**config.mk**
```make
export PLATFORM = sky130hd
export DESIGN_NAME = button_debounce_gesture
export DESIGN_NICKNAME = d
export VERILOG_FILES = /design/src/rtl/bdg_pkg.sv /design/src/rtl/bdg_gesture.sv /design/src/rtl/button_debounce_gesture.sv
export SDC_FILE = /design/constraint.sdc
export NUM_CORES = 1
export LEC_CHECK = 0
export BUFFER_PORTS_ARGS = -buffer_cell sky130_fd_sc_hd__buf_2
export CORE_MARGIN = 2
export CORE_UTILIZATION = 25
export DETAILED_ROUTE_END_ITERATION = 8
export SYNTH_ARGS = -nofsm -noshare
export SYNTH_HDL_FRONTEND = slang
export SYNTH_SLANG_ARGS = --single-unit
```
**constraint.sdc**
```tcl
create_clock -name clk -period 19.4 [get_ports clk]
set_input_delay 3.88 -clock clk [delete_from_list [all_inputs] [get_ports clk]]
set_output_delay 3.88 -clock clk [all_outputs]
set_load 0.02 [all_outputs]
```
**src/rtl/bdg_pkg.sv**
```systemverilog
package bdg_pkg;

    localparam int unsigned IDX_W = 2;

    typedef enum logic [IDX_W-1:0] {
        REG_DEBOUNCE_TIME = 2'd0,
        REG_HOLD_TIME     = 2'd1,
        REG_HOLD_MODE     = 2'd2
    } reg_idx_t;

    localparam logic [15:0] DEBOUNCE_RST  = 16'd50;
    localparam logic [31:0] HOLD_RST      = 32'd5000;
    localparam logic        HOLD_MODE_RST = 1'b1;

    typedef struct packed {
        logic [15:0] debounce_time;
        logic [31:0] hold_time;
        logic        hold_mode;
    } cfg_t;

    typedef struct packed {
        logic tare_pending;
        logic send_pending;
        logic debounced_level;
    } result_t;

endpackage

```
**src/rtl/bdg_gesture.sv**
```systemverilog
module bdg_gesture
(
    input  logic             clk,
    input  logic             rst_n,
    input  logic             step,
    input  logic             raw_level,
    input  logic [31:0]      now_ms,
    input  logic             ack_tare,
    input  logic             ack_send,
    input  bdg_pkg::cfg_t    cfg,
    output bdg_pkg::result_t result
);

    logic        last_raw_reg,     last_raw_next;
    logic        stable_reg,       stable_next;
    logic [31:0] change_stamp_reg, change_stamp_next;
    logic [31:0] press_stamp_reg,  press_stamp_next;
    logic        long_fired_reg,   long_fired_next;
    logic        tare_reg,         tare_next;
    logic        send_reg,         send_next;

    logic [31:0] settle_diff;
    logic [31:0] press_diff_old;
    logic [31:0] press_diff_new;
    logic        flip;
    logic        press_now;
    logic        release_now;
    logic        tare_acked;
    logic        send_acked;
    logic        long_cleared;
    logic        fire;

    always_comb
    begin
        last_raw_next     = raw_level;
        change_stamp_next = (raw_level != last_raw_reg) ? now_ms : change_stamp_reg;
        settle_diff       = now_ms - change_stamp_next;
        flip              = (settle_diff >= {16'd0, cfg.debounce_time})
                            && (raw_level != stable_reg);
        press_now         = flip && !raw_level;
        release_now       = flip && raw_level;
        stable_next       = flip ? raw_level : stable_reg;

        tare_acked        = tare_reg && !ack_tare;
        send_acked        = send_reg && !ack_send;

        // press timing, old stamp for the tap rule, restarted on a new press
        press_diff_old    = now_ms - press_stamp_reg;
        press_diff_new    = press_now ? 32'd0 : press_diff_old;
        press_stamp_next  = press_now ? now_ms : press_stamp_reg;
        long_cleared      = press_now ? 1'b0 : long_fired_reg;

        send_next         = send_acked || (release_now && cfg.hold_mode && !long_fired_reg
                            && (press_diff_old < cfg.hold_time));

        fire              = cfg.hold_mode && !stable_next && !long_cleared
                            && (press_diff_new >= cfg.hold_time);
        long_fired_next   = long_cleared || fire;
        tare_next         = tare_acked || (press_now && !cfg.hold_mode) || fire;

        result.tare_pending    = tare_next;
        result.send_pending    = send_next;
        result.debounced_level = stable_next;
    end

    always_ff @(posedge clk or negedge rst_n)
    begin
        if (!rst_n)
        begin
            last_raw_reg     <= 1'b1;
            stable_reg       <= 1'b1;
            change_stamp_reg <= 32'd0;
            press_stamp_reg  <= 32'd0;
            long_fired_reg   <= 1'b0;
            tare_reg         <= 1'b0;
            send_reg         <= 1'b0;
        end
        else if (step)
        begin
            last_raw_reg     <= last_raw_next;
            stable_reg       <= stable_next;
            change_stamp_reg <= change_stamp_next;
            press_stamp_reg  <= press_stamp_next;
            long_fired_reg   <= long_fired_next;
            tare_reg         <= tare_next;
            send_reg         <= send_next;
        end
    end

endmodule

```
**src/rtl/button_debounce_gesture.sv**
```systemverilog
// the result of a sample is registered and shows on the outputs in the cycle after it is accepted
// throughput: one sample per cycle; a full result register that is stalled holds the input
// the gesture state update is a single pass of subtract and compare logic
// reset: asynchronous, active low; button taken as released, no events pending,
// debounce_time 50, hold_time 5000, hold_mode 1
module button_debounce_gesture
(
    input  logic                     clk,
    input  logic                     rst_n,
    input  logic                     cfg_valid,
    output logic                     cfg_ready,
    input  logic [bdg_pkg::IDX_W-1:0] cfg_index,
    input  logic [31:0]              cfg_data,
    input  logic                     in_valid,
    output logic                     in_stall,
    input  logic                     raw_level,
    input  logic [31:0]              now_ms,
    input  logic                     ack_tare,
    input  logic                     ack_send,
    output logic                     out_valid,
    input  logic                     out_stall,
    output logic                     tare_pending,
    output logic                     send_pending,
    output logic                     debounced_level
);

    bdg_pkg::cfg_t    cfg_reg;
    bdg_pkg::result_t result;
    bdg_pkg::result_t result_reg;
    logic             out_valid_reg;
    logic             step;

    assign cfg_ready = 1'b1;
    assign in_stall  = out_valid_reg && out_stall;
    assign step      = in_valid && !in_stall;

    always_ff @(posedge clk or negedge rst_n)
    begin
        if (!rst_n)
        begin
            cfg_reg.debounce_time <= bdg_pkg::DEBOUNCE_RST;
            cfg_reg.hold_time     <= bdg_pkg::HOLD_RST;
            cfg_reg.hold_mode     <= bdg_pkg::HOLD_MODE_RST;
        end
        else if (cfg_valid && cfg_ready)
        begin
            case (bdg_pkg::reg_idx_t'(cfg_index))
                bdg_pkg::REG_DEBOUNCE_TIME: cfg_reg.debounce_time <= cfg_data[15:0];
                bdg_pkg::REG_HOLD_TIME:     cfg_reg.hold_time     <= cfg_data;
                bdg_pkg::REG_HOLD_MODE:     cfg_reg.hold_mode     <= cfg_data[0];
                default:
                begin
                end
            endcase
        end
    end

    bdg_gesture u_gesture
    (
        .clk       (clk),
        .rst_n     (rst_n),
        .step      (step),
        .raw_level (raw_level),
        .now_ms    (now_ms),
        .ack_tare  (ack_tare),
        .ack_send  (ack_send),
        .cfg       (cfg_reg),
        .result    (result)
    );

    always_ff @(posedge clk or negedge rst_n)
    begin
        if (!rst_n)
        begin
            out_valid_reg <= 1'b0;
        end
        else if (step)
        begin
            out_valid_reg <= 1'b1;
        end
        else if (!out_stall)
        begin
            out_valid_reg <= 1'b0;
        end
    end

    always_ff @(posedge clk)
    begin
        if (step)
        begin
            result_reg <= result;
        end
    end

    assign out_valid       = out_valid_reg;
    assign tare_pending    = result_reg.tare_pending;
    assign send_pending    = result_reg.send_pending;
    assign debounced_level = result_reg.debounced_level;

endmodule

```
# After elaboration in Yosys (flattened, before gate mapping)

Cells that the tools add are included.

Eq/ne operators: 5
Reductions and logical operators: 31
Add/sub/neg operators: 2
Magnitude comparators: 3
Muxes and demuxes: 6

Operator list:

| cell                 | number |
|---|---|
| $mux W32             | 2 |
| $sub A32 B32 Y32     | 2 |
| $ge A32 B16 Y1       | 1 |
| $ge A32 B32 Y1       | 1 |
| $lt A32 B32 Y1       | 1 |
| $logic_and A1 B1 Y1  | 14 |
| $logic_not A1 Y1     | 8 |
| $reduce_and A2 Y1    | 4 |
| $logic_or A1 B1 Y1   | 4 |
| $mux W1              | 4 |
| $eq A2 B1 Y1 const B | 1 |
| $eq A2 B2 Y1 const B | 1 |
| $logic_not A2 Y1     | 1 |
| $ne A1 B1 Y1         | 2 |
| $ne A2 B1 Y1 const B | 1 |

Flip-flop bits (word level): 122
Output and inout bits: 6
Word-level logic and storage cells: 61
Input port bits: 74

# Depth between registers and ports, before layout

Word-level depth: 11
Gate-level depth with buffers: 40
Depth with buffers taken out: 37

# Modules after synthesis

A second synthesis with hierarchy kept.

Cells, all modules: 1166
Area, all modules: 10702.8 sq um

Modules (own cells, without submodules):

| module                  | instances | area an instance (sq um) | cells each | sequential area each (sq um) |
|---|---|---|---|---|
| bdg_gesture             | 1         | 8689.6                   | 1052       | 1729.2 |
| button_debounce_gesture | 1         | 2013.2                   | 114        | 1352.5 |

# Worst setup path before layout

OpenSTA, ideal clock, no wires.

Path kind: input-to-reg
Start point: in raw_level
End point: reg result_reg (netlist bit tare_pending), data pin
Path buffers: 3
Cell stages on the path: 34
Slack: 7.657 ns
Arrival time: 11.464 ns
Setup time: 0.279 ns
Cell sequence: xor2_2 > clkbuf_1 > clkbuf_1 > mux2i_1 > ha_1 > a21oi_1 > o21ai_1 > o21a_1 > xor2_1 > ha_1 > a211o_1 > o211ai_1 > o2111ai_1 > a211oi_1 > nand4_1 > or4_4 > a2111oi_2 > nand4_1 > nor4b_4 > nor2_1 > clkbuf_1 > nor2b_1 > ha_1 > a21o_1 > a21o_1 > a21o_1 > a21o_1 > a21o_1 > a21o_1 > a221o_1 > a31oi_1 > o32ai_1 > o21ba_2 > o221ai_1

Longest elaborated chain between the ends: 11
Elaborated cells between the ends (all ways): 20
Classes of those cells: 1 x add/sub; 2 x order compare; 2 x eq/ne; 4 x mux; 11 x reduce/logical

RTL lines:

| what                                                      | RTL line                      | text |
|---|---|---|
| from (decl)                                               | button_debounce_gesture.sv:16 | `input logic raw_level,` |
| branches (longest 10 deep; another with $sub A32 B32 Y32) | n/a                           |  |
| $logic_or A1 B1 Y1 *                                      | bdg_gesture.sv:59             | `tare_next = tare_acked \|\| (press_now && !cfg.hold_mode) \|\| fire;` |
| named net u_gesture.tare_next                             | bdg_gesture.sv:19             | `logic tare_reg, tare_next;` |
| to (signal assigned)                                      | button_debounce_gesture.sv:91 | `result_reg <= result;` |
| to (decl)                                                 | button_debounce_gesture.sv:29 | `bdg_pkg::result_t result_reg;` |

Mark *: on every way through the listed nets, which the timed path passes.
A chain may end at the register's enable or synchronous reset.

# Final worst setup path

Ends and elaborated chain as after synthesis.

==> impl_metrics.yaml <==
run_status:
  outcome: "completed"
clock_network:
  clk_path_buf_depth: 2
  tritoncts: "built"
  post_cts_resized: 0
  cts-buffers-inserted: 17
  post_cts_buffers: 0
  worst_setup_hold_path_clk_slew_ns: 0.06
  ctsHoldBuffers: 0
  clock_insertion_delay_worst_skew_ns: 0.44
  clock_tree.root_cell: "clkbuf_16"
  clock_sinks: 122
  ctsHtreeMaxLevel: 4
global_route:
  wire_length_of_the_first_global_routing_pass_um: 50700
  grt_start_max_net_pins: 64
  initial_antenna_violation_count: 2
  grt_usage_pct: 14.5
  overflow: 0
  vias_in_the_first_global_route: 9310
floorplan:
  design.portCount: 80
  die_height_um: 214
  fp.dieW_um: 214
  placementRows: 76
  initial_utilization_pct: 25.4
  floorplan.core_area_um2: 43300
  floorplan.die_area_um2: 45700
synthesis:
  ys_top_cells_by_count: "ha_1 (131), nand2_1 (116), inv_1 (113)"
  synthesis.area_per_instance_um2: 8.74
  ys_warn_count: 0
  synth_seq_cells: 122
  netlist_area_um2: 11000
  number_of_library_cell_types_mapped_by_synthesis: 76
  synth_top_cells_by_area: "dfrtp_1 (25%), ha_1 (15%), o21ai_0 (4.4%), mux2_2 (4.2%), nand2_1 (4.0%)"
  post-synth-top-count-cell: "ha_1"
  netlist.top_cell.by_area: "dfrtp_1"
  seq_area_frac_synth_pct: 28.0
  synth-edff-count: 3
  mappedNetlistNets: 1465
  syn_inst: 1259
  synth_async_sr_flop_share_pct: 97.5
  yosys.area.top_type_share_pct: 24.6
  synth-main-ff-cell: "dfrtp_1"
sta:
  clock-skew-final_ns: 0.00852
  setup-violations-final: 0
  layout_worst_path_cycle_share_pct: 62.8
  maxClockFrequency_mhz: 82.1
  maxSlewHeadroom_pct: 39.3
  tightest_slew_ns: 0.911
  fin_setup_tns_ns: 0
  grt_setup_unrepaired: "false"
  hold_viol_final: 0
  timing.final.max_slew_violations: 0
  timing.final.crit_period_ns: 12.18
routing:
  detail_route.iter0.violations: 635
  drt_pre_antenna_iters: 5
  drt-wirelength-per-cell_um: 16.7
  avg_vias_per_cell: 4.87
  drt_drc: 0
  routed-via-count: 9368
  drtAntennaViolNets: 0
  wirelength_um: 32100
setup_path:
  beginning_of_the_critical_path: "raw_level"
  worstPathArrival_ns: 12.34
  instance_count_on_the_critical_path: 33
  regToRegEndpoint: "tare_pending"
  worst-setup-path-type: "input pin to register"
  worst-r2r-cell-count: 32
  timing.critical_path.required_ns: 19.56
  critPathMostFrequentCell: "ha_1"
  sort_of_element_at_the_end_of_the_critical_path: "register"
  r2r_start: "u_gesture.last_raw_reg"
  crit_path_top_delay_cell: "nor4b_4"
  critical_path.top_delay_family: "compound AO/OA/AOI/OAI gates"
  critPathMaxFanout: 32
  max_stage_delay_ns: 0.66
  worstSetupEndpoint: "tare_pending"
  rrSetupSlack_ns: 10.22
  start_kind: "input pin"
  cp_num_buf_inv: 2
cells_and_area:
  cell_area_after_layout_um2: 12700
  largest_register_ffs: 49
  syn_to_final_growth_pct: 15.0
  drive_gt1_share_pct: 14.9
  nets: 1531
min_path:
  timing.hold.worst.class: "register to register"
place:
  place_hpwl_um: 26100
  io_buffers: 78
  placement.cell_area_um2: 12000
  gpl.final_weighted_congestion: 0.942
power_and_ir_drop:
  ir_worst_vdd_v: 0.0000501
  cellPowerDensity_nw_per_um2: 129
  leakage_nw: 5.76
flow_run:
  drv.max_cap_violation_count: 0
## cell type report
type | count | area (um^2)
Timing Repair Buffer | 86 | 453
Inverter | 113 | 424
Clock inverter | 13 | 175
Fill cell | 4551 | 30600
Tap cell | 585 | 732
Sequential cell | 122 | 3080
Clock buffer | 19 | 433
Antenna cell | 1 | 2.50
Multi-Input combinational cell | 985 | 7350
## routing by layer
metal  vias up  GRT usage (%)  share of wire (%)  wire (um)
met1      4469           18.2                 45      14500
li1       4654              -                  -          -
met5         -              0                  0          0
met2       197           24.7                 48      15400
met4         0           5.63                3.1        987
met3        48           2.56                3.7       1200
## kinds of logic after synthesis
family	share of synthesized area [%]
AO/OA/AOI/OAI	19.4
XOR/XNOR	4.91
adder cells (fa/ha/maj)	16.0
buffers and inverters	5.42
flip-flops	28.0
multiplexers	9.85
other	0.0341
AND/OR/NAND/NOR	16.4
## through the flow
stage / total power [mW] / setup WS, ns / utilization [%] / instances / hold WS [ns]
floorplan: 1.05 / 7.66 / - / 1259 / 0.447
global placement: 1.27 / 7.02 / 27.8 / 1891 / 0.461
detailed placement: 1.29 / 6.85 / 27.8 / 1891 / 0.470
CTS: 1.64 / 7.23 / 29.2 / 1923 / 0.482
global route: 1.78 / 6.49 / 29.3 / 1924 / 0.507
finish: 1.63 / 7.22 / 29.3 / 1924 / 0.477
## where the power goes
part	switching [mW]	total (mW)	internal, mW
combinational	0.528	0.933	0.405
clock	0.123	0.336	0.214
sequential	0.0362	0.357	0.321
## cells in the final DEF (no fill, tap or decap), drive strengths merged, types with 14 or more instances in the layout
cell / count
o21ai: 100
nand3: 14
mux2i: 33
o21a: 23
a21oi: 70
buf: 86
nor2: 58
nor2b: 51
clkbuf: 19
nand4: 26
nand2: 116
inv: 114
nor3: 26
ha: 131
a21o: 38
dfrtp: 108
xor2: 20
xnor2: 40
mux2: 61
nand2b: 20
## worst register-to-register path: cells and delay by family (launching register included)
kind | cells | cell delay, ns
fa+ha+maj | 3 | 0.79
compound gates | 18 | 4.18
simple gates | 7 | 1.96
buf+inv | 1 | 0.26
flops | 1 | 0.62
mux | 1 | 0.31
xor+xnor | 2 | 0.79
## worst min-delay path by stage
stage,start,to,slack [ns],depth (start not counted)
after floorplan,u_gesture.send_reg,u_gesture.send_reg,0.45,2
after global placement,u_gesture.send_reg,u_gesture.send_reg,0.46,2
after detailed placement,u_gesture.change_stamp_reg[17],u_gesture.change_stamp_reg[17],0.47,2
after CTS,u_gesture.change_stamp_reg[17],u_gesture.change_stamp_reg[17],0.48,2
after global routing,u_gesture.change_stamp_reg[17],u_gesture.change_stamp_reg[17],0.51,2
final,u_gesture.change_stamp_reg[23],u_gesture.change_stamp_reg[23],0.48,2
Power figures use the tool's default switching activity.
